===== config.mk =====
export PLATFORM = sky130hd
export DESIGN_NAME = keypad_code_lock_flat
export DESIGN_NICKNAME = d
export VERILOG_FILES = /design/src/sv/kcl_pkg.sv /design/src/sv/kcl_if.sv /design/src/sv/kcl_step.sv /design/src/sv/keypad_code_lock.sv /design/src/flat_wrapper.sv
export SDC_FILE = /design/constraint.sdc
export NUM_CORES = 1
export LEC_CHECK = 0
export ABC_CLOCK_PERIOD_IN_PS = 6300
export BUFFER_PORTS_ARGS = -buffer_cell sky130_fd_sc_hd__buf_2
export CAP_MARGIN = 10
export CELL_PAD_IN_SITES_DETAIL_PLACEMENT = 1
export CELL_PAD_IN_SITES_GLOBAL_PLACEMENT = 2
export CORE_MARGIN = 5
export CORE_UTILIZATION = 42
export DETAILED_ROUTE_END_ITERATION = 8
export PLACE_DENSITY_LB_ADDON = 0.08
export SLEW_MARGIN = 20
export SYNTH_ARGS = -nofsm -noshare
export SYNTH_HDL_FRONTEND = slang
export SYNTH_SLANG_ARGS = --single-unit

===== constraint.sdc =====
create_clock -name clk -period 6.3 [get_ports clk]
set_clock_uncertainty 0.1 [all_clocks]
set_input_delay 0.63 -clock clk [delete_from_list [all_inputs] [get_ports clk]]
set_output_delay 0.63 -clock clk [all_outputs]
set_load 0.01 [all_outputs]

===== src/sv/kcl_pkg.sv =====
// Types, constants and helpers shared by the keypad code lock.
`timescale 1ns / 1ps

package kcl_pkg;

	localparam int unsigned DigitW = 4;
	localparam int unsigned KeyW   = 4;
	localparam int unsigned CountW = 4;
	localparam int unsigned CfgIdxW = 2;
	localparam int unsigned CfgDataW = 4;

	localparam logic [DigitW-1:0] DIGIT_BLANK = 4'd10;
	localparam logic [DigitW-1:0] DIGIT_LAST  = 4'd9;

	// key bit positions in a request
	localparam int unsigned KEY1 = 0;
	localparam int unsigned KEY2 = 1;
	localparam int unsigned KEY3 = 2;
	localparam int unsigned KEY4 = 3;

	typedef enum logic [CfgIdxW-1:0] {
		CFG_CODE_FIRST    = 2'd0,
		CFG_CODE_SECOND   = 2'd1,
		CFG_CODE_THIRD    = 2'd2,
		CFG_FAILURE_LIMIT = 2'd3
	} kcl_cfg_idx_t;

	typedef enum logic [1:0] {
		MODE_WELCOME  = 2'd0,
		MODE_ENTRY    = 2'd1,
		MODE_UNLOCKED = 2'd2
	} kcl_mode_t;

	typedef struct packed {
		logic [DigitW-1:0] code_first;
		logic [DigitW-1:0] code_second;
		logic [DigitW-1:0] code_third;
		logic [CountW-1:0] failure_limit;
	} kcl_cfg_t;

	typedef struct packed {
		kcl_mode_t         mode;
		logic [DigitW-1:0] digit_first;
		logic [DigitW-1:0] digit_second;
		logic [DigitW-1:0] digit_third;
		logic [CountW-1:0] failures;
		logic [KeyW-1:0]   pending;
		logic              lamp;
		logic              buzzer;
		logic              page;
	} kcl_state_t;

	typedef struct packed {
		kcl_mode_t         mode;
		logic [DigitW-1:0] digit_first;
		logic [DigitW-1:0] digit_second;
		logic [DigitW-1:0] digit_third;
		logic              lamp_on;
		logic              buzzer_on;
		logic              page_select;
		logic              alarm_pulse;
		logic              reject_pulse;
		logic              unlock_pulse;
		logic [CountW-1:0] failures;
	} kcl_result_t;

	// blank goes to 0, 9 wraps to 0
	function automatic logic [DigitW-1:0] advance_digit(input logic [DigitW-1:0] d);
		logic [DigitW-1:0] r;
		if (d == DIGIT_BLANK || d >= DIGIT_LAST) begin
			r = '0;
		end else begin
			r = d + 4'd1;
		end
		return r;
	endfunction

endpackage


===== src/sv/kcl_if.sv =====
// Valid/ready channel interfaces for key requests and lock results.
`timescale 1ns / 1ps

interface kcl_key_if;
	logic       valid;
	logic       ready;
	logic [3:0] key_presses;

	modport source (output valid, output key_presses, input ready);
	modport sink (input valid, input key_presses, output ready);
endinterface

interface kcl_res_if;
	logic       valid;
	logic       ready;
	logic [1:0] mode;
	logic [3:0] digit_first;
	logic [3:0] digit_second;
	logic [3:0] digit_third;
	logic       lamp_on;
	logic       buzzer_on;
	logic       page_select;
	logic       alarm_pulse;
	logic       reject_pulse;
	logic       unlock_pulse;
	logic [3:0] failures;

	modport source (
		output valid, output mode, output digit_first, output digit_second,
		output digit_third, output lamp_on, output buzzer_on, output page_select,
		output alarm_pulse, output reject_pulse, output unlock_pulse, output failures,
		input ready
	);
	modport sink (
		input valid, input mode, input digit_first, input digit_second,
		input digit_third, input lamp_on, input buzzer_on, input page_select,
		input alarm_pulse, input reject_pulse, input unlock_pulse, input failures,
		output ready
	);
endinterface


===== src/sv/kcl_step.sv =====
// Combinational update of the lock state for one key request.
`timescale 1ns / 1ps

module kcl_step (
	input  kcl_pkg::kcl_state_t      state,
	input  kcl_pkg::kcl_cfg_t        cfg,
	input  logic [kcl_pkg::KeyW-1:0] keys,
	output kcl_pkg::kcl_state_t      state_next,
	output kcl_pkg::kcl_result_t     result
);

	logic [kcl_pkg::KeyW-1:0]   pend_a;
	logic [kcl_pkg::KeyW-1:0]   pend_b;
	kcl_pkg::kcl_mode_t         mode_a;
	logic [kcl_pkg::DigitW-1:0] d1_b;
	logic [kcl_pkg::DigitW-1:0] d2_b;
	logic [kcl_pkg::DigitW-1:0] d3_b;
	logic                       in_entry;
	logic                       confirm;
	logic                       match;
	logic [kcl_pkg::CountW-1:0] count_inc;
	logic                       limit_hit;

	// welcome: key 4 leaves for entry and the rest falls through this step
	always_comb begin
		pend_a = state.pending | keys;
		mode_a = state.mode;
		if (state.mode == kcl_pkg::MODE_WELCOME && pend_a[kcl_pkg::KEY4]) begin
			mode_a = kcl_pkg::MODE_ENTRY;
			pend_a[kcl_pkg::KEY4] = 1'b0;
		end
	end

	assign in_entry = (mode_a == kcl_pkg::MODE_ENTRY);

	always_comb begin
		pend_b = pend_a;
		d1_b = state.digit_first;
		d2_b = state.digit_second;
		d3_b = state.digit_third;
		if (in_entry) begin
			if (pend_a[kcl_pkg::KEY1]) begin
				d1_b = kcl_pkg::advance_digit(state.digit_first);
			end
			if (pend_a[kcl_pkg::KEY2]) begin
				d2_b = kcl_pkg::advance_digit(state.digit_second);
			end
			if (pend_a[kcl_pkg::KEY3]) begin
				d3_b = kcl_pkg::advance_digit(state.digit_third);
			end
			pend_b[kcl_pkg::KEY3:kcl_pkg::KEY1] = '0;
		end
	end

	assign confirm   = in_entry && pend_b[kcl_pkg::KEY4];
	assign match     = (d1_b == cfg.code_first) && (d2_b == cfg.code_second)
		&& (d3_b == cfg.code_third);
	assign count_inc = state.failures + 4'd1;
	assign limit_hit = (count_inc == cfg.failure_limit);

	// next state
	always_comb begin
		state_next = state;
		state_next.mode = mode_a;
		state_next.pending = pend_b;
		state_next.digit_first = d1_b;
		state_next.digit_second = d2_b;
		state_next.digit_third = d3_b;
		if (confirm) begin
			state_next.pending[kcl_pkg::KEY4] = 1'b0;
			state_next.digit_first = kcl_pkg::DIGIT_BLANK;
			state_next.digit_second = kcl_pkg::DIGIT_BLANK;
			state_next.digit_third = kcl_pkg::DIGIT_BLANK;
			if (match) begin
				state_next.mode = kcl_pkg::MODE_UNLOCKED;
			end else if (limit_hit) begin
				state_next.failures = '0;
			end else begin
				state_next.failures = count_inc;
			end
		end else if (mode_a == kcl_pkg::MODE_UNLOCKED) begin
			// key 3 is left pending here
			if (pend_b[kcl_pkg::KEY1]) begin
				state_next.lamp = ~state.lamp;
			end
			if (pend_b[kcl_pkg::KEY2]) begin
				state_next.buzzer = ~state.buzzer;
			end
			if (pend_b[kcl_pkg::KEY4]) begin
				state_next.page = ~state.page;
			end
			state_next.pending[kcl_pkg::KEY1] = 1'b0;
			state_next.pending[kcl_pkg::KEY2] = 1'b0;
			state_next.pending[kcl_pkg::KEY4] = 1'b0;
		end
	end

	// result fields
	always_comb begin
		result.mode = state_next.mode;
		result.digit_first = state_next.digit_first;
		result.digit_second = state_next.digit_second;
		result.digit_third = state_next.digit_third;
		result.lamp_on = state_next.lamp;
		result.buzzer_on = state_next.buzzer;
		result.page_select = state_next.page;
		result.alarm_pulse = confirm && !match && limit_hit;
		result.reject_pulse = confirm && !match && !limit_hit;
		result.unlock_pulse = confirm && match;
		result.failures = state_next.failures;
	end

endmodule


===== src/sv/keypad_code_lock.sv =====
// Keypad code lock: registered input stage, update logic and result register.
//
// Usage: key press requests enter on the key channel (valid/ready, field
// key_presses, bit 0 key 1 up to bit 3 key 4). Each request yields exactly one
// result on the res channel: mode, the three entered digits (10 is blank), the
// lamp, buzzer and page toggles, the alarm/reject/unlock pulses and the
// failure count, all as they stand after that request.
// A request is captured in the input register and its result is then held
// in the result register. One request per cycle is sustained while the
// receiver does not stall; the update of the lock state is combinational
// logic from the input register into the state and result registers.
// A stalled receiver holds the result register; the input register then
// holds too and key.ready drops once both are full.
// Reset clears both stages, sets welcome mode, blank digits, zero failures,
// no pending keys, toggles off, and the code registers to 1, 2, 3 with a
// failure limit of 3. Configuration writes (cfg_we, cfg_index, cfg_wdata) are
// taken at any edge and are meant for when the block is idle.
`timescale 1ns / 1ps

module keypad_code_lock (
	input  logic                           clk,
	input  logic                           arst_n,
	input  logic                           cfg_we,
	input  logic [kcl_pkg::CfgIdxW-1:0]    cfg_index,
	input  logic [kcl_pkg::CfgDataW-1:0]   cfg_wdata,
	kcl_key_if.sink                        key,
	kcl_res_if.source                      res
);

	kcl_pkg::kcl_cfg_t    cfg_q;
	kcl_pkg::kcl_state_t  state_q;
	kcl_pkg::kcl_state_t  state_next;
	kcl_pkg::kcl_result_t result_comb;
	kcl_pkg::kcl_result_t result_s2;
	logic                 valid_s2;
	logic [kcl_pkg::KeyW-1:0] keys_s1;
	logic                 valid_s1;
	logic                 adv_s1;

	// configuration registers
	always_ff @(posedge clk or negedge arst_n) begin
		if (!arst_n) begin
			cfg_q.code_first <= 4'd1;
			cfg_q.code_second <= 4'd2;
			cfg_q.code_third <= 4'd3;
			cfg_q.failure_limit <= 4'd3;
		end else if (cfg_we) begin
			unique case (kcl_pkg::kcl_cfg_idx_t'(cfg_index))
				kcl_pkg::CFG_CODE_FIRST:    cfg_q.code_first <= cfg_wdata;
				kcl_pkg::CFG_CODE_SECOND:   cfg_q.code_second <= cfg_wdata;
				kcl_pkg::CFG_CODE_THIRD:    cfg_q.code_third <= cfg_wdata;
				kcl_pkg::CFG_FAILURE_LIMIT: cfg_q.failure_limit <= cfg_wdata;
				default: ;
			endcase
		end
	end

	// advance stage 1 when the result register is free or being drained
	assign adv_s1    = valid_s1 && (!valid_s2 || res.ready);
	assign key.ready = !valid_s1 || adv_s1;

	always_ff @(posedge clk or negedge arst_n) begin
		if (!arst_n) begin
			valid_s1 <= 1'b0;
		end else if (key.ready) begin
			valid_s1 <= key.valid;
		end
	end

	always_ff @(posedge clk) begin
		if (key.ready && key.valid) begin
			keys_s1 <= key.key_presses;
		end
	end

	kcl_step u_step (
		.state      (state_q),
		.cfg        (cfg_q),
		.keys       (keys_s1),
		.state_next (state_next),
		.result     (result_comb)
	);

	always_ff @(posedge clk or negedge arst_n) begin
		if (!arst_n) begin
			state_q.mode <= kcl_pkg::MODE_WELCOME;
			state_q.digit_first <= kcl_pkg::DIGIT_BLANK;
			state_q.digit_second <= kcl_pkg::DIGIT_BLANK;
			state_q.digit_third <= kcl_pkg::DIGIT_BLANK;
			state_q.failures <= '0;
			state_q.pending <= '0;
			state_q.lamp <= 1'b0;
			state_q.buzzer <= 1'b0;
			state_q.page <= 1'b0;
		end else if (adv_s1) begin
			state_q <= state_next;
		end
	end

	always_ff @(posedge clk or negedge arst_n) begin
		if (!arst_n) begin
			valid_s2 <= 1'b0;
		end else if (adv_s1) begin
			valid_s2 <= 1'b1;
		end else if (res.ready) begin
			valid_s2 <= 1'b0;
		end
	end

	always_ff @(posedge clk) begin
		if (adv_s1) begin
			result_s2 <= result_comb;
		end
	end

	assign res.valid        = valid_s2;
	assign res.mode         = result_s2.mode;
	assign res.digit_first  = result_s2.digit_first;
	assign res.digit_second = result_s2.digit_second;
	assign res.digit_third  = result_s2.digit_third;
	assign res.lamp_on      = result_s2.lamp_on;
	assign res.buzzer_on    = result_s2.buzzer_on;
	assign res.page_select  = result_s2.page_select;
	assign res.alarm_pulse  = result_s2.alarm_pulse;
	assign res.reject_pulse = result_s2.reject_pulse;
	assign res.unlock_pulse = result_s2.unlock_pulse;
	assign res.failures     = result_s2.failures;

	a_one_pulse: assert property (@(posedge clk) disable iff (!arst_n)
		valid_s2 |-> $onehot0({result_s2.alarm_pulse, result_s2.reject_pulse,
			result_s2.unlock_pulse}))
		else $error("more than one outcome pulse in a result");

	a_unlock_mode: assert property (@(posedge clk) disable iff (!arst_n)
		(valid_s2 && result_s2.unlock_pulse) |-> result_s2.mode == kcl_pkg::MODE_UNLOCKED)
		else $error("unlock pulse without unlocked mode");

	a_alarm_clear: assert property (@(posedge clk) disable iff (!arst_n)
		(valid_s2 && result_s2.alarm_pulse) |-> result_s2.failures == '0)
		else $error("alarm pulse did not clear the failure count");

	a_state_hold: assert property (@(posedge clk) disable iff (!arst_n)
		!adv_s1 |=> $stable(state_q))
		else $error("lock state changed without a request advancing");

endmodule

===== src/flat_wrapper.sv =====
// flat-port wrapper written by rule: the top's interface ports become plain ports
module keypad_code_lock_flat 
  (clk, arst_n, cfg_we, cfg_index, cfg_wdata, key_valid, key_key_presses, key_ready, res_valid, res_mode, res_digit_first, res_digit_second, res_digit_third, res_lamp_on, res_buzzer_on, res_page_select, res_alarm_pulse, res_reject_pulse, res_unlock_pulse, res_failures, res_ready);
  kcl_key_if key_i ();
  kcl_res_if res_i ();
  input  logic clk;
  input  logic arst_n;
  input  logic cfg_we;
  input  logic [kcl_pkg::CfgIdxW-1:0] cfg_index;
  input  logic [kcl_pkg::CfgDataW-1:0] cfg_wdata;
  input wire logic [$bits(key_i.valid)-1:0] key_valid;
  input wire logic [$bits(key_i.key_presses)-1:0] key_key_presses;
  output wire logic [$bits(key_i.ready)-1:0] key_ready;
  output wire logic [$bits(res_i.valid)-1:0] res_valid;
  output wire logic [$bits(res_i.mode)-1:0] res_mode;
  output wire logic [$bits(res_i.digit_first)-1:0] res_digit_first;
  output wire logic [$bits(res_i.digit_second)-1:0] res_digit_second;
  output wire logic [$bits(res_i.digit_third)-1:0] res_digit_third;
  output wire logic [$bits(res_i.lamp_on)-1:0] res_lamp_on;
  output wire logic [$bits(res_i.buzzer_on)-1:0] res_buzzer_on;
  output wire logic [$bits(res_i.page_select)-1:0] res_page_select;
  output wire logic [$bits(res_i.alarm_pulse)-1:0] res_alarm_pulse;
  output wire logic [$bits(res_i.reject_pulse)-1:0] res_reject_pulse;
  output wire logic [$bits(res_i.unlock_pulse)-1:0] res_unlock_pulse;
  output wire logic [$bits(res_i.failures)-1:0] res_failures;
  input wire logic [$bits(res_i.ready)-1:0] res_ready;
  assign key_i.valid = key_valid;
  assign key_i.key_presses = key_key_presses;
  assign key_ready = key_i.ready;
  assign res_valid = res_i.valid;
  assign res_mode = res_i.mode;
  assign res_digit_first = res_i.digit_first;
  assign res_digit_second = res_i.digit_second;
  assign res_digit_third = res_i.digit_third;
  assign res_lamp_on = res_i.lamp_on;
  assign res_buzzer_on = res_i.buzzer_on;
  assign res_page_select = res_i.page_select;
  assign res_alarm_pulse = res_i.alarm_pulse;
  assign res_reject_pulse = res_i.reject_pulse;
  assign res_unlock_pulse = res_i.unlock_pulse;
  assign res_failures = res_i.failures;
  assign res_i.ready = res_ready;
  keypad_code_lock u_core (.clk(clk), .arst_n(arst_n), .cfg_we(cfg_we), .cfg_index(cfg_index), .cfg_wdata(cfg_wdata), .key(key_i), .res(res_i));
endmodule

==> results.tsv, run 1 <==
metric	value	unit
yosysSeqAreaShare	53.2	%
synthArstFlopShare	60.6	%
path_class	flip-flop to flip-flop	
final.period_utilization	56.2	%
finalHoldViolations	0	
synth_compound_gate_area_share	10.3	%
area_growth	13.7	%
first_iter_violations	51	
hp-class	input port to async pin	
ys_ff_latch	71	
synth-edff-count	28	
wl_per_cell	16.9	um
core_area	8550	sq um
nFillCells	942	
cap_violations	0	
cts_resized	0	
synth_top_family_by_area	simple AND/OR/NAND/NOR gates	
crit_buf_inv	1	
drt_wl_total	7.83	mm
ir_worst_vdd	130	uV
slowest_delay	570	ps
yosysWarnings	0	
cp-end-kind	flip-flop	
clk_path_buf_depth	2	
nets	378	
cp_cell_sequence	inv_1, ha_1, or4b_4, a2111oi_4, a22oi_1, xnor2_1, nor4_1, and4_4, nor2_4, mux2_1	
num_vias	2399	
holdBufCountCts	0	
arrival	3540	ps
num_antenna_cells	0	
grt_first_pass_wirelength	12.9	mm
synthCells	307	
synth_ff_type	dfrtp_1	
synth.distinct_cells	53	
cp_data_required_time	6300	ps
grt_pass1_vias	2524	
die_y	103	um
p_leak	1.77	nW
insertion_delay	350	ps
syn_area_per_cell	11.8	sq um
dp.final_hpwl	5.65	mm
synthMuxAreaShare	7.59	%
ant_nets	0	
port_buffers	40	
syn_area	3630	sq um
layout_commonest_cell	buf_2	
die_x	103	um
start_kind	flip-flop	
rsz0062_at_grt	no	
slew_violations	0	
fin_ws	2760	ps
setup-violations-final	0	
cts_tree	done	
critical-path-top-delay-family	simple AND/OR/NAND/NOR gates	
vias_per_cell	5.18	
cp_slowest_cell	dfstp_2	
worst_pin_slew	691	ps
synth_xor_area_share	5.55	%
powerDensity	366	nW/um^2
place_ws	2760	ps
grt_max_degree	48	
numClockSinks	71	
rows	34	
utilization	48.2	%
start_util	42.4	%
fin_tns_setup	0	ps
synth_nets	335	
antenna_found_initial	0	
pin_count	41	
fmax	0.282	GHz
period_minus_slack	3540	ps
cts-root-buf	clkbuf_8	
drcViolationCount	0	
die_area	10600	sq um
clkSlewWorstSetupHoldPaths	80	ps
max-slew-margin-rel	53.3	%
layout_common_cells	buf_2, dfrtp_1, edfxtp_1	
dr.pass1.iters	4	
synth_fa_ha_area_share	4.48	%
grt-ovfl-total	0	
path_max_fanout	11	
htreeDepth	3	
gp_congestion	0.776	
outcome	finished, final reports clean	
drive_gt1_share	28.5	%
grt_use_total	16.2	%
synthSimpleGateAreaFrac	16.1	%
post_cts_buffers	0	
cts_buffers	9	
## metrics by stage
step	power [mW]	cells	instance area, sq um	hold slack [ps]
2_1_floorplan	1.01	307	3630	234
3_3_place_gp	1.13	447	3910	373
3_5_place_dp	1.15	447	3910	376
4_1_cts	1.53	463	4120	331
5_1_grt	1.62	463	4130	209
6_report	1.51	463	4130	168
## synthesized netlist by cell type (7+ instances only)
master    number  area [sq um]
a21oi_1       10          50.1
dfrtp_1       31           776
dfstp_2       12           315
edfxtp_1      28           841
ha_1          13           163
inv_1         11          41.3
mux2_2        18           203
nand2_1       24          90.1
nand2b_1       8          50.1
nand3_1        7          35.0
nor2_1        24          90.1
nor3_1         7          35.0
o21ai_0       12          60.1
xnor2_1       10          87.6
xor2_1        13           114
## registers in the layout (all words and copies together), names as in the netlist
register                 flops
u_core.res.mode              2
u_core.keys_s1               4
u_core.res.valid             1
u_core.state_q              25
u_core.res.buzzer_on         1
u_core.res.failures          4
u_core.res.digit_third       4
u_core.res.reject_pulse      1
u_core.res.digit_second      4
u_core.cfg_q                16
u_core.res.page_select       1
u_core.res.unlock_pulse      1
u_core.valid_s1              1
u_core.res.alarm_pulse       1
u_core.res.digit_first       4
u_core.res.lamp_on           1
## final cells by class
type | count | area [sq um] | area share [%]
multi-input combinational | 216 | 1600 | 38.7
clock buffer | 13 | 190 | 4.61
tap | 108 | 135 | 3.28
inverter | 11 | 41.3 | 1.00
sequential | 71 | 1930 | 46.8
timing repair buffer | 41 | 210 | 5.10
clock inverter | 3 | 20.0 | 0.485
## cells by family after synthesis
group	after synthesis
flip-flops	71
XOR/XNOR	23
AND/OR/NAND/NOR	106
multiplexers	24
AO/OA/AOI/OAI	50
buffers and inverters	20
adder cells (fa/ha/maj)	13
## layer usage
layer / global-route usage, % / vias to the layer above / routed length, um
met1: 20.9 / 1181 / 3720
met3: 3.92 / 9 / 253
met4: 5.38 / 0 / 102
met5: 0 / - / 0
li1: - / 1178 / -
met2: 26.6 / 31 / 3750
## power breakdown
| group | total (mW) | leakage (nW) | internal [mW] | switching (mW) |
|---|---|---|---|---|
| sequential | 0.670 | 0.779 | 0.593 | 0.0768 |
| combinational | 0.460 | 0.883 | 0.218 | 0.241 |
| clock | 0.381 | 0.112 | 0.201 | 0.180 |
## worst paths after layout
kind | to | slack, ps | cells after the start | startpoint
worst max-delay path | u_core.res.failures[0] | 2760 | 10 | u_core.state_q[16]
worst min-delay path | u_core.state_q[13] | 170 | 1 | arst_n
worst max register to register | u_core.res.failures[0] | 2760 | 10 | u_core.state_q[16]
worst min register to register | u_core.state_q[2] | 390 | 1 | u_core.state_q[2]
max in group asynchronous | u_core.state_q[21] | 5520 | 1 | arst_n
min in group clk | u_core.keys_s1[0] | 350 | 1 | key_key_presses[0]
(Power assumes the default switching activity.)
==> inputs of run 2 (changes only) <==
--- a/config.mk
+++ b/config.mk
@@ -5,13 +5,13 @@
 export SDC_FILE = /design/constraint.sdc
 export NUM_CORES = 1
 export LEC_CHECK = 0
-export ABC_CLOCK_PERIOD_IN_PS = 6300
+export ABC_CLOCK_PERIOD_IN_PS = 3400
 export BUFFER_PORTS_ARGS = -buffer_cell sky130_fd_sc_hd__buf_2
 export CAP_MARGIN = 10
 export CELL_PAD_IN_SITES_DETAIL_PLACEMENT = 1
 export CELL_PAD_IN_SITES_GLOBAL_PLACEMENT = 2
 export CORE_MARGIN = 5
-export CORE_UTILIZATION = 42
+export CORE_UTILIZATION = 39
 export DETAILED_ROUTE_END_ITERATION = 8
 export PLACE_DENSITY_LB_ADDON = 0.08
 export SLEW_MARGIN = 20
==> constraint.sdc (replaced) <==
create_clock -name clk -period 3.4 [get_ports clk]
set_clock_uncertainty 0.1 [all_clocks]
set_input_delay 0.34 -clock clk [delete_from_list [all_inputs] [get_ports clk]]
set_output_delay 0.34 -clock clk [all_outputs]
set_load 0.01 [all_outputs]
==> results.tsv, run 2 (synthesis results as in run 1) <==
metric	value	unit	change
area_growth	19.7	%	was 13.7%
cp_data_required_time	3400	ps	was 6300 ps
cts_buffers	9		unchanged
clkSlewWorstSetupHoldPaths	80	ps	about the same
stdcell_area	4340	sq um	was 4130 sq um
powerDensity	698	nW/um^2	was 366 nW/um^2
slew_violations	0		unchanged
cts_tree	done		unchanged
rsz0062_at_grt	yes		was no
drt_wl_total	8.21	mm	was 7.83 mm
dp.final_hpwl	5.97	mm	was 5.65 mm
antenna_found_initial	0		unchanged
clk_path_buf_depth	2		unchanged
largest_reg_flops	25		unchanged
wl_met1	3.89	mm	was 3.72 mm
fin_ws	92.4	ps	was 2760 ps
gp_congestion	0.788		was 0.776
place_ws	12.5	ps	was 2760 ps
die_x	106	um	was 103 um
dr_wl_met2	4.01	mm	was 3.75 mm
p_leak	1.87	nW	was 1.77 nW
drcViolationCount	0		unchanged
cts-root-buf	clkbuf_8		unchanged
layout_commonest_cell	buf_2		unchanged
core_area	9150	sq um	was 8550 sq um
layout_common_cells	buf_2, dfrtp_1, edfxtp_1		unchanged
finalHoldViolations	0		unchanged
nFillCells	996		was 942
top_layer	met4		unchanged
regMostFlops	u_core.state_q		unchanged
worst_pin_slew	669	ps	was 691 ps
dr.pass1.iters	4		unchanged
setup-violations-final	0		unchanged
grt_use_total	15.6	%	was 16.2%
port_buffers	40		unchanged
met3_length	219	um	was 253 um
grt-ovfl-total	0		unchanged
cp-end-kind	flip-flop		unchanged
first_iter_violations	54		was 51
outcome	finished, final reports clean		unchanged
pin_count	41		unchanged
top_regs	u_core.state_q: 25 flops, u_core.cfg_q: 16 flops		unchanged
numClockSinks	71		unchanged
dpl_cell_area	4010	sq um	was 3910 sq um
rows	35		was 34
drive_gt1_share	34.2	%	was 28.5%
path_class	flip-flop to flip-flop		unchanged
ant_nets	0		unchanged
start_kind	flip-flop		unchanged
cap_violations	0		unchanged
die_y	106	um	was 103 um
start_util	39.6	%	was 42.4%
grt_pass1_vias	2596		was 2524
fmax	0.302	GHz	was 0.282 GHz
htreeDepth	3		unchanged
wl_per_cell	16.9	um	about the same
nets	397		was 378
period_minus_slack	3310	ps	was 3540 ps
utilization	47.5	%	was 48.2%
num_vias	2470		was 2399
ir_worst_vdd	383	uV	was 130 uV
grt_max_degree	44		was 48
max-slew-margin-rel	55.3	%	was 53.3%
arrival	3310	ps	was 3540 ps
path_max_fanout	5		was 11
insertion_delay	350	ps	about the same
final.period_utilization	97.3	%	was 56.2%
vias_per_cell	5.09		was 5.18
num_antenna_cells	0		unchanged
die_area	11300	sq um	was 10600 sq um
grt_first_pass_wirelength	13.8	mm	was 12.9 mm
hp-class	input port to flip-flop		was input port to async pin
run 2: worst max-delay path, stage by stage (launching register included):
cell and delay (ps):
dfstp_2 540, inv_2 50, ha_4 140, or4b_4 530
a2111oi_4 460, mux2i_2 150, xnor2_1 160, nor4_1 240
and4_4 330, nor2_4 60, mux2_4 310
run 2: area by class of cell:
cell class,count,area (sq um),share of cell area [%]
Sequential cell,71,1930,44.5
Multi-Input combinational cell,216,1640,37.7
Timing Repair Buffer,60,355,8.18
Tap cell,111,139,3.20
Clock buffer,10,128,2.94
Clock inverter,6,109,2.51
Inverter,11,41.3,0.951
run 2: per-stage QoR:
| stage | power, mW | TNS (ps) | hold WS, ps | cells |
|---|---|---|---|---|
| 5_1_grt | 3.24 | -54.0 | 54.4 | 485 |
| 3_5_place_dp | 2.17 | 0 | 385 | 462 |
| 3_3_place_gp | 2.16 | 0 | 373 | 462 |
| 2_1_floorplan | 1.87 | 0 | -55.6 | 307 |
| 6_report | 3.03 | 0 | 68.9 | 485 |
| 4_1_cts | 3.00 | 0 | 50.5 | 480 |
run 2: report_power, final:
| group | total [mW] | switching (mW) | leakage, nW | internal (mW) |
|---|---|---|---|---|
| logic | 0.981 | 0.486 | 0.978 | 0.496 |
| clock network | 0.812 | 0.327 | 0.110 | 0.485 |
| registers | 1.24 | 0.140 | 0.778 | 1.10 |
| total | 3.03 | 0.953 | 1.87 | 2.08 |
run 2: routing by layer:
metal	vias up	global-route usage, %
met5	-	0
met4	0	4.11
met3	8	3.64
met2	30	25.6
met1	1217	20.7
li1	1215	-
run 2: path summary, 6_finish.rpt:
check | start | to | slack, ps | cells past startpoint
max in group asynchronous | arst_n | u_core.state_q[15] | 2340 | 2
min in group asynchronous | arst_n | u_core.state_q[6] | 440 | 2
worst min-delay path | key_key_presses[3] | u_core.keys_s1[3] | 70 | 1
worst max register to register | u_core.state_q[16] | u_core.res.failures[0] | 90 | 10
worst min register to register | u_core.state_q[2] | u_core.state_q[2] | 390 | 1
worst max-delay path | u_core.state_q[16] | u_core.res.failures[0] | 90 | 10
run 2: repair_timing:
item                                    in CTS  in global routing
buffers inserted                             2                  4
hold buffers                                 0                  1
endpoints found under the hold margin        0                 31
resized for setup                            0                 14
endpoints found under the setup margin       1                  9
pin swaps                                    4                 11
==> inputs of run 3 (changes only) <==
--- a/config.mk
+++ b/config.mk
@@ -11,10 +11,12 @@
 export CELL_PAD_IN_SITES_DETAIL_PLACEMENT = 1
 export CELL_PAD_IN_SITES_GLOBAL_PLACEMENT = 2
 export CORE_MARGIN = 5
-export CORE_UTILIZATION = 39
+export CORE_UTILIZATION = 40
 export DETAILED_ROUTE_END_ITERATION = 8
+export MAX_ROUTING_LAYER = met4
 export PLACE_DENSITY_LB_ADDON = 0.08
 export SLEW_MARGIN = 20
 export SYNTH_ARGS = -nofsm -noshare
 export SYNTH_HDL_FRONTEND = slang
+export SYNTH_HIERARCHICAL = 1
 export SYNTH_SLANG_ARGS = --single-unit
==> constraint.sdc (replaced) <==
create_clock -name clk -period 3.4 [get_ports clk]
set_clock_uncertainty 0.1 [all_clocks]
set_input_delay 0.17 -clock clk [delete_from_list [all_inputs] [get_ports clk]]
set_output_delay 0.17 -clock clk [all_outputs]
set_load 0.01 [all_outputs]
==> results.tsv, run 3 <==
metric	value	unit	change
setup-violations-final	2		was 0
dpl_cell_area	4250	sq um	was 4010 sq um
whs	34.6	ps	was 68.9 ps
clk_path_buf_depth	2		unchanged
core_area	9240	sq um	was 9150 sq um
met3_length	279	um	was 219 um
synth.distinct_cells	55		was 53
rsz0062_at_grt	yes		unchanged
yosys.area.top_type_share	22.1	%	was 23.2%
drt_wl_total	8.75	mm	was 8.21 mm
stdcell_area	4570	sq um	was 4340 sq um
gp_congestion	0.812		was 0.788
grt-ovfl-total	0		unchanged
synth_nets	330		was 335
cp_common_cell	mux2_4		
synth-edff-count	28		unchanged
first_iter_violations	43		was 54
layout_commonest_cell	buf_2		unchanged
r2r_cells	11		was 10
cp_data_required_time	3530	ps	was 3400 ps
slowest_delay	570	ps	was 540 ps
period_minus_slack	3460	ps	was 3310 ps
insertion_delay	340	ps	was 350 ps
antenna_found_initial	0		unchanged
top_regs	u_core/state_q: 25 flops, u_core/cfg_q: 16 flops		was u_core.state_q: 25 flops, u_core.cfg_q: 16 flops
cap_violations	0		unchanged
fmax	0.289	GHz	was 0.302 GHz
cts_buffers	9		unchanged
top_layer	met4		unchanged
path_class	flip-flop to flip-flop		unchanged
cts-root-buf	clkbuf_8		unchanged
ant_nets	0		unchanged
power_frac_comb	38.2	%	was 32.4%
yosysTopAreaCell	edfxtp_1		unchanged
numClockSinks	71		unchanged
yosysMostFrequentCell	dfrtp_1		unchanged
p_leak	2.02	nW	was 1.87 nW
r2r_start	u_core/state_q[12]		was u_core.state_q[16]
start_kind	flip-flop		unchanged
synth.area.top_cells	edfxtp_1, dfrtp_1, dfstp_2		unchanged
synth_common_cells	dfrtp_1, edfxtp_1, nor2_1		was dfrtp_1, edfxtp_1, nand2_1, nor2_1, mux2_2
worst_pin_slew	604	ps	was 669 ps
die_y	107	um	was 106 um
drcViolationCount	0		unchanged
ir_worst_vdd	315	uV	was 383 uV
min_path_cells	2		was 1
cts_resized	0		unchanged
final.period_utilization	102	%	was 97.3%
grt_max_degree	44		unchanged
seq_power_share	39.2	%	was 40.9%
grt_pass1_vias	2742		was 2596
clkSlewWorstSetupHoldPaths	80	ps	about the same
nets	398		was 397
powerDensity	719	nW/um^2	was 698 nW/um^2
synth_ff_type	dfrtp_1		unchanged
regMostFlops	u_core/state_q		was u_core.state_q
cp_slowest_cell	or4_4		was dfstp_2
num_antenna_cells	0		unchanged
start_util	41.1	%	was 39.6%
synthArstFlopShare	60.6	%	unchanged
cp_cell_sequence	inv_2, ha_4, or4b_4, and2_4, o41ai_4, xnor2_1, nand4_1, or4_4, o21ai_4, mux2_4, mux2_4		was inv_2, ha_4, or4b_4, a2111oi_4, mux2i_2, xnor2_1, nor4_1, and4_4, nor2_4, mux2_4
slew_violations	0		unchanged
pin_count	41		unchanged
grt_use_total	17.0	%	was 15.6%
largest_reg_flops	25		unchanged
path_max_fanout	3		was 5
min_from	cfg_wdata[0]		was key_key_presses[3]
violations	negative setup slack		
dr.pass1.iters	4		unchanged
yosysSeqAreaShare	50.9	%	was 53.2%
layout_common_cells	buf_2, buf_4, dfrtp_1		was buf_2, dfrtp_1, edfxtp_1
fin_ws	-57.9	ps	was 92.4 ps
htreeDepth	3		unchanged
power_frac_clock	22.6	%	was 26.8%
vias_per_cell	4.92		was 5.09
rows	35		unchanged
dr_wl_met2	4.30	mm	was 4.01 mm
finalHoldViolations	0		unchanged
port_buffers	40		unchanged
area_growth	20.3	%	was 19.7%
r2r_end	u_core/state_q[7]		was u_core.res.failures[0]
grt_first_pass_wirelength	14.5	mm	was 13.8 mm
dp.final_hpwl	6.32	mm	was 5.97 mm
place_ws	-222	ps	was 12.5 ps
holdPathEnd	u_core/cfg_q[0]		was u_core.keys_s1[3]
fin_tns_setup	-64.9	ps	was 0 ps
wl_per_cell	17.4	um	was 16.9 um
p_sw	1.09	mW	was 0.953 mW
regToRegSetupSlack	-60	ps	was 90 ps
synthCells	302		was 307
drive_gt1_share	42.7	%	was 34.2%
syn_area	3800	sq um	was 3630 sq um
cts_tree	done		unchanged
syn_area_per_cell	12.6	sq um	was 11.8 sq um
num_vias	2482		was 2470
die_area	11500	sq um	was 11300 sq um
p_int	2.19	mW	was 2.08 mW
yosysWarnings	6		was 0
cp-end-kind	flip-flop		unchanged
ys_ff_latch	71		unchanged
sw_frac_of_total	33.1	%	was 31.4%
wl_met1	4.05	mm	was 3.89 mm
arrival	3590	ps	was 3310 ps
die_x	107	um	was 106 um
hp-class	input port to flip-flop		unchanged
max-slew-margin-rel	59.6	%	was 55.3%
outcome	finished, violations left		was finished, final reports clean
run 3: cell families after synthesis:
logic type	synth area share, %
multiplexers	15.4
AO/OA/AOI/OAI	5.57
adder cells (fa/ha/maj)	4.28
flip-flops	50.9
XOR/XNOR	4.61
buffers and inverters	6.49
AND/OR/NAND/NOR	12.8
run 3: repair_timing:
item | in CTS | in global routing
endpoints found under the hold margin | 37 | 0
setup endpoints to repair | 15 | 13
pin swaps | 4 | 1
setup buffers | 3 | 1
hold buffers | 7 | 0
run 3: worst max path at each step:
stage	slack, ps	endpoint	from
6_report	-60	u_core/state_q[7]	u_core/state_q[12]
5_1_grt	-170	u_core/state_q[7]	u_core/state_q[12]
4_1_cts	-100	u_core/state_q[7]	u_core/state_q[12]
3_5_place_dp	-220	u_core/state_q[7]	u_core/state_q[11]
3_3_place_gp	-140	u_core/state_q[7]	u_core/state_q[12]
2_1_floorplan	-270	u_core/state_q[7]	u_core/state_q[12]
run 3: power by group through the flow:
stage                     logic [mW]  registers (mW)  clock network [mW]
after floorplan                0.874            1.31                   0
after global placement          1.20            1.31                   0
after detailed placement        1.23            1.31                   0
after CTS                       1.26            1.29               0.773
after global routing            1.39            1.31               0.817
final                           1.25            1.29               0.743
run 3: routing by layer:
layer	vias to the layer above	GRT usage [%]
met4	0	5.23
met1	1241	21.4
met3	12	3.96
li1	1190	-
met2	39	27.3
met5	-	-
run 3: through the flow:
step / util (%) / power, mW / instances
after CTS: 49.3 / 3.33 / 503
after global placement: 46.0 / 2.50 / 477
final: 49.4 / 3.28 / 504
after global routing: 49.4 / 3.52 / 504
after floorplan: - / 2.19 / 302
after detailed placement: 46.0 / 2.54 / 477
run 3: final cells by class:
type	count	area [sq um]
clock buffer	10	128
clock inverter	6	85.1
fill	988	4670
inverter	13	48.8
multi-input combinational	191	1660
sequential	71	1930
tap	129	161
timing repair buffer	84	551
run 3: worst max-delay path: cells and delay by family, from the launching register on:
kind            cells  cell delay [ps]
buf+inv             1               50
mux                 2              600
flops               1              550
simple gates        4             1350
xor+xnor            1              150
fa+ha+maj           1              140
compound gates      2              410
